## config.mk

```make
export PLATFORM = sky130hd
export DESIGN_NAME = drs_cmp
export DESIGN_NICKNAME = d
export VERILOG_FILES = /design/src/sv/drs_pkg.sv /design/src/sv/drs_cmp.sv
export SDC_FILE = /design/constraint.sdc
export NUM_CORES = 1
export LEC_CHECK = 0
export BUFFER_PORTS_ARGS = -buffer_cell sky130_fd_sc_hd__clkbuf_2
export CAP_MARGIN = 30
export CORE_ASPECT_RATIO = 0.6
export CORE_UTILIZATION = 30
export DETAILED_ROUTE_END_ITERATION = 7
export SYNTH_ARGS = -nofsm -noshare
export SYNTH_HDL_FRONTEND = slang
export SYNTH_SLANG_ARGS = --single-unit
export TNS_END_PERCENT = 10
```

## constraint.sdc

```tcl
create_clock -name vclk -period 6.74
set_clock_uncertainty 0.2 [all_clocks]
set_input_delay 1.011 -clock vclk [all_inputs]
set_output_delay 1.011 -clock vclk [all_outputs]
set_load 0.05 [all_outputs]
```

## src/sv/drs_pkg.sv

```systemverilog
package drs_pkg;

  localparam logic [1:0] ST_INSERTED = 2'd0;
  localparam logic [1:0] ST_FULL     = 2'd1;
  localparam logic [1:0] ST_SERVED   = 2'd2;
  localparam logic [1:0] ST_NONE     = 2'd3;

  localparam logic [1:0] MODE_FCFS  = 2'd0;
  localparam logic [1:0] MODE_SSTF  = 2'd1;
  localparam logic [1:0] MODE_SCAN  = 2'd2;
  localparam logic [1:0] MODE_CLOOK = 2'd3;

  localparam logic CFG_MODE = 1'b0;
  localparam logic CFG_TPSU = 1'b1;

  localparam int unsigned TW = 40;
  localparam logic [TW-1:0] TMAX = {TW{1'b1}};

  // One slot's contents as seen by the scan unit
  typedef struct packed {
    logic        valid;
    logic [39:0] arrival;
    logic [15:0] cyl;
    logic [31:0] order;
  } entry_t;

  // Scan pass context from the sequencer
  typedef struct packed {
    logic [2:0]  pass;
    logic [39:0] now;
    logic [15:0] head;
    logic [31:0] ocnt;
  } scan_ctx_t;

  localparam logic [2:0] P_EARLY = 3'd0;
  localparam logic [2:0] P_FCFS  = 3'd1;
  localparam logic [2:0] P_SSTF  = 3'd2;
  localparam logic [2:0] P_UP    = 3'd3;
  localparam logic [2:0] P_DOWN  = 3'd4;
  localparam logic [2:0] P_LOW   = 3'd5;
  localparam logic [2:0] P_FREE  = 3'd6;

endpackage

```

## src/sv/drs_cmp.sv

```systemverilog
// Shared compare unit: folds one table entry per cycle into the running best
module drs_cmp (
  input  drs_pkg::scan_ctx_t ctx_i,
  input  drs_pkg::entry_t    ent_i,
  input  logic               have_i,
  input  logic [39:0]        key_i,
  output logic               take_o,
  output logic [39:0]        key_o
);
  logic        elig;
  logic [15:0] cdist;
  logic        cand;
  logic [39:0] k;
  logic        better;

  always_comb begin
    elig = ent_i.valid && (ent_i.arrival <= ctx_i.now);
    cdist = (ent_i.cyl >= ctx_i.head) ? ent_i.cyl - ctx_i.head : ctx_i.head - ent_i.cyl;
    cand = 1'b0;
    k = '0;
    better = 1'b0;
    case (ctx_i.pass)
      drs_pkg::P_EARLY: begin
        cand = ent_i.valid; k = ent_i.arrival; better = k < key_i;
      end
      drs_pkg::P_FCFS: begin
        cand = elig; k = {8'd0, ctx_i.ocnt - ent_i.order}; better = k > key_i;
      end
      drs_pkg::P_SSTF: begin
        cand = elig; k = {24'd0, cdist}; better = k < key_i;
      end
      drs_pkg::P_UP: begin
        cand = elig && (ent_i.cyl >= ctx_i.head); k = {24'd0, cdist}; better = k < key_i;
      end
      drs_pkg::P_DOWN: begin
        cand = elig && (ent_i.cyl <= ctx_i.head); k = {24'd0, cdist}; better = k < key_i;
      end
      drs_pkg::P_LOW: begin
        cand = elig; k = {24'd0, ent_i.cyl}; better = k < key_i;
      end
      drs_pkg::P_FREE: begin
        cand = !ent_i.valid; k = '0; better = 1'b0;
      end
      default: begin
        cand = 1'b0;
      end
    endcase
    take_o = cand && (!have_i || better);
    key_o = k;
  end
endmodule

```

### Word-level counts from Yosys, hierarchy flattened

Index checks and enable logic that the tools add are counted.

| storage, ports and cells | value |
|---|---|
| bits in registers | 0 |
| output and inout port bits | 41 |
| word-level logic and storage cells | 30 |

| operators by class | value |
|---|---|
| add/sub/neg operators | 3 |
| magnitude comparators | 7 |
| equal/unequal tests | 6 |
| multiplexer cells | 4 |
| reduce and logical (&&, ||, !) cells | 10 |

Operator list:

| operator | count |
|---|---|
| 40-bit case mux with 4 select lines | 1 |
| 16-bit by 40-bit less-than comparator with 1-bit output | 2 |
| 32-bit by 40-bit > comparator with 1-bit output | 1 |
| 40-bit less-or-equal comparator | 1 |
| 40-bit less-than comparator | 1 |
| 16-bit subtractor | 2 |
| 32-bit subtractor | 1 |
| 16-bit greater-or-equal comparator | 1 |
| 16-bit less-or-equal comparator | 1 |
| 16-bit 2-to-1 mux | 1 |
| 3-bit equality test (second input constant) | 3 |
| 3-bit by 2-bit equality test with 1-bit output (second input constant) | 2 |
| 3-bit OR reduction | 2 |
| 1-bit case mux with 5 select lines | 1 |
| 1-bit logical AND | 4 |
| 1-bit case mux with 4 select lines | 1 |
| 3-bit by 1-bit equality test with 1-bit output (second input constant) | 1 |
| 3-bit logical NOT | 1 |
| 1-bit logical NOT | 2 |
| 1-bit logical OR | 1 |

### Longest topological paths before layout

| logic depth | value |
|---|---|
| word-level depth | 6 |
| gate-level depth with buffers | 22 |

### Worst setup path after synthesis

OpenSTA, ideal clock, no wires.

| path | value |
|---|---|
| path kind | input to output |
| start | in ent_i[32] in the netlist's numbering |
| end | out take_o |
| arrival | 5.057 ns |
| data required time | 5.529 ns |
| setup slack | 0.472 ns |
| stages on the path | 18 |
| buffers on the path | 0 |
| path through | inv_1 ha_1 inv_1 fa_1 a211oi_4 o21ai_2 a31oi_2 and3_4 and2b_1 a221o_1 a221o_1 a221oi_2 xnor2_1 ha_1 o21a_1 o211ai_1 a31oi_1 a41oi_1 |

| between the ends | value |
|---|---|
| longest elaborated chain between the ends | 6 |
| elaborated cells between the ends (all ways) | 13 |
| classes of those cells | add/sub (2); order compare (4); mux (3); reduce/logical (4) |

Ends and longest elaborated chain:

| item | RTL line | RTL |
|---|---|---|
| start, declared | drs_cmp.sv:4 | `input drs_pkg::entry_t ent_i,` |
| 16-bit subtractor or 16-bit greater-or-equal comparator (tied branches) | drs_cmp.sv:18, drs_cmp.sv:33 |  |
| 16-bit 2-to-1 mux | drs_cmp.sv:18 | `cdist = (ent_i.cyl >= ctx_i.head) ? ent_i.cyl - ctx_i.head : ctx_i.head - ent_i.cyl;` |
| 16-bit by 40-bit less-than comparator with 1-bit output | drs_cmp.sv:30, drs_cmp.sv:33, drs_cmp.sv:36 |  |
| 1-bit case mux with 4 select lines | drs_cmp.sv:22 | `case (ctx_i.pass)` |
| 1-bit logical OR | drs_cmp.sv:48 | `take_o = cand && (!have_i \|\| better);` |
| 1-bit logical AND * | drs_cmp.sv:48 |  |
| end, declared | drs_cmp.sv:7 | `output logic take_o,` |

Every way passes the cells marked *; elsewhere a longest branch is shown, timed or not.

### Final worst setup path

| path | value |
|---|---|
| start | in ent_i[2] in the netlist's numbering |
| end | out take_o |

| between the ends | value |
|---|---|
| longest elaborated chain between the ends | 5 |

Ends and longest elaborated chain:

| item | RTL line | RTL |
|---|---|---|
| 32-bit subtractor | drs_cmp.sv:27 | `cand = elig; k = {8'd0, ctx_i.ocnt - ent_i.order}; better = k > key_i;` |
| 32-bit by 40-bit > comparator with 1-bit output | drs_cmp.sv:27 |  |
| 1-bit case mux with 4 select lines | drs_cmp.sv:22 |  |
| 1-bit logical OR | drs_cmp.sv:48 |  |
| 1-bit logical AND | drs_cmp.sv:48 |  |

Every way passes these cells.

==> flow_metrics.env <==
export IMPL_syn_avg_cell_area_um2=7.33
export IMPL_critPathLaunch="ent_i[2]"
export IMPL_vias=8369
export IMPL_synth_largest_area_cell="ha_1"
export IMPL_grt_antenna_before_repair=0
export IMPL_synth_nets=1436
export IMPL_seq_area_um2=0
export IMPL_place_hpwl_mm=25.6
export IMPL_wirelength_mm=28.6
export IMPL_max_freq_mhz=152
export IMPL_finalSetupViolCount=0
export IMPL_cp_start_kind="input pin"
export IMPL_fp_dieH_um=124
export IMPL_via_per_inst=5.29
export IMPL_synth_top_area_share_pct=34.3
export IMPL_syn_inst=1009
export IMPL_power_internal_uw=380
export IMPL_switchingPower_uw=591
export IMPL_yosysMostFrequentCell="ha_1"
export IMPL_rows=44
export IMPL_cp_max_fo=5
export IMPL_yosysSeqAreaShare_pct=0
export IMPL_crit_type="input pin to output pin"
export IMPL_synthToLayoutAreaGrowth_pct=24.1
export IMPL_io_pins=262
export IMPL_finalCritPeriodShare_pct=97.9
export IMPL_nClkBuffers=0
export IMPL_grt_pass1_wl_mm=42.3
export IMPL_maxCapViolations=0
export IMPL_ir_drop_mv=0.0604
export IMPL_sw_frac_of_total_pct=60.9
export IMPL_arrival_ns=5.39
export IMPL_finalNetCount=1687
export IMPL_min_delay_start="ent_i[84]"
export IMPL_grt_usage_pct=21.5
export IMPL_wl_per_cell_um=18.0
export IMPL_cts_hold_buf=0
export IMPL_core_um2=24200
export IMPL_status="finished clean"
export IMPL_ant_nets=0
export IMPL_drive_gt1_share_pct=24.6
export IMPL_dr_pass1_iters=5
export IMPL_p_comb_share_pct=100.0
export IMPL_die_x_um=205
export IMPL_drc=0
export IMPL_grt_pass1_vias=7700
export IMPL_finalCriticalPeriod_ns=6.60
export IMPL_slew_headroom_pct=46.6
export IMPL_hp_class="input pin to output pin"
export IMPL_p_per_area_nw_per_um2=106
export IMPL_drtIter0Drc=802
export IMPL_multi_input_area_um2=6720
export IMPL_cp_end_kind="output pin"
export IMPL_p_leak_uw=0.00529
export IMPL_clockPowerShare_pct=0
export IMPL_ys_warn_count=0
export IMPL_synth_top_cells_by_area="ha_1 34%, inv_1 8.4%, a21o_1 6.5%"
export IMPL_n_fill_cell=2606
export IMPL_place_gp_congestion=0.948
export IMPL_port_buffers=262
export IMPL_drv_slew=0
export IMPL_finalPower_uw=971
export IMPL_grt_ovfl_total=0
export IMPL_start_util_pct=30.6
export IMPL_dieArea_um2=25300
export IMPL_hold_viol_final=0
export IMPL_yosys_top_cells_count="203 x ha_1, 166 x inv_1, 81 x a21oi_1, 64 x a21o_1, 51 x o21ai_0"
export IMPL_tightest_slew_ns=0.801
export IMPL_synth_cell_type_count=72
export IMPL_hold_worst_slack_ns=2.29
export IMPL_cp_required_ns=5.53
export IMPL_netlist_area_um2=7400
export IMPL_grt_max_degree=29
export IMPL_seqPwrFrac_pct=0
export IMPL_seq_cells=0
-- timing repair --
item / in CTS / in global routing
gates resized for setup: 0 / 16
endpoints found under the setup margin: 0 / 1
buffers inserted: 0 / 2
-- cells in the final DEF, fill, tap and decap left out, types with 6 or more instances in the layout --
master,instances
and2_1,9
o221ai_1,6
o21ai_1,7
ha_1,203
nand4_1,38
o21ai_0,50
o211ai_1,6
xnor2_1,27
a21oi_1,79
nor3_1,15
nor2b_1,19
buf_4,12
nand2b_1,10
o21bai_1,6
a21o_1,64
nand3_1,11
nor4_1,8
nand2_1,42
xor2_1,13
o21a_1,11
clkbuf_2,261
a211oi_1,9
mux2i_1,23
inv_1,166
a31oi_1,14
a22o_1,15
nor2_1,48
-- routing by layer --
metal | global-route usage, % | vias to the layer above | part of all wire (%)
met1 | 33.9 | 3852 | 53
met5 | 0 | - | 0
met4 | 2.38 | 0 | 0.80
met2 | 30.8 | 316 | 39
li1 | - | 4183 | -
met3 | 2.90 | 18 | 7.6
-- area by class of cell --
cell class         instances  share of cell area, %
diodes                     3                 0.0818
well taps                322                   4.39
multi-input cells        817                   73.2
inverters                166                   6.79
repair buffers           275                   15.6
-- path summary, 6_finish.rpt --
| kind | endpoint | slack [ns] | depth (start not counted) |
|---|---|---|---|
| max | take_o | 0.14 | 21 |
| min | key_o[36] | 2.29 | 3 |
-- stage by stage --
step / instances / setup TNS (ns) / util [%] / instance area (µm²) / worst slack (ns)
3_3_place_gp: 1577 / 0 / 37.5 / 9060 / 0.111
6_report: 1583 / 0 / 38.0 / 9180 / 0.143
5_1_grt: 1580 / -0.0614 / 38.0 / 9170 / -0.0614
3_5_place_dp: 1578 / 0 / 37.5 / 9070 / 0.0546
4_1_cts: 1578 / 0 / 37.5 / 9070 / 0.0277
2_1_floorplan: 1009 / 0 / - / 7400 / 0.472
-- worst max-delay path: stages --
cell	delay, ns
clkbuf_2	0.07
inv_1	0.03
ha_1	0.39
o21ai_1	0.10
a21oi_2	0.19
a41oi_2	0.22
o31ai_4	0.34
a31oi_1	0.15
xnor2_1	0.54
ha_1	0.37
a21o_1	0.16
a21o_1	0.16
a21oi_1	0.14
o21ai_0	0.18
nand2_1	0.12
o211ai_1	0.13
a221oi_1	0.33
o21ai_0	0.15
o311ai_0	0.13
a41oi_2	0.24
buf_12	0.21
-- power by group through the flow --
stage               Sequential, µW  Clock, µW  Combinational (µW)
floorplan                        0          0                 648
finish                           0  0.0000598                 971
global placement                 0          0                 934
CTS                              0          0                 948
global route                     0          0                1070
detailed placement               0          0                 943
-- cell families (layout without fill, tap and decap cells) --
logic type      Yosys count  in the layout  synth area share [%]
mux                      28             28                  4.31
other cells               0              3                     0
buf+inv                 192            441                  10.4
fa+ha+maj               206            206                  35.1
compound gates          323            323                  30.0
simple gates            218            218                  15.2
xor+xnor                 42             42                  4.97
(Power assumes the default switching activity.)
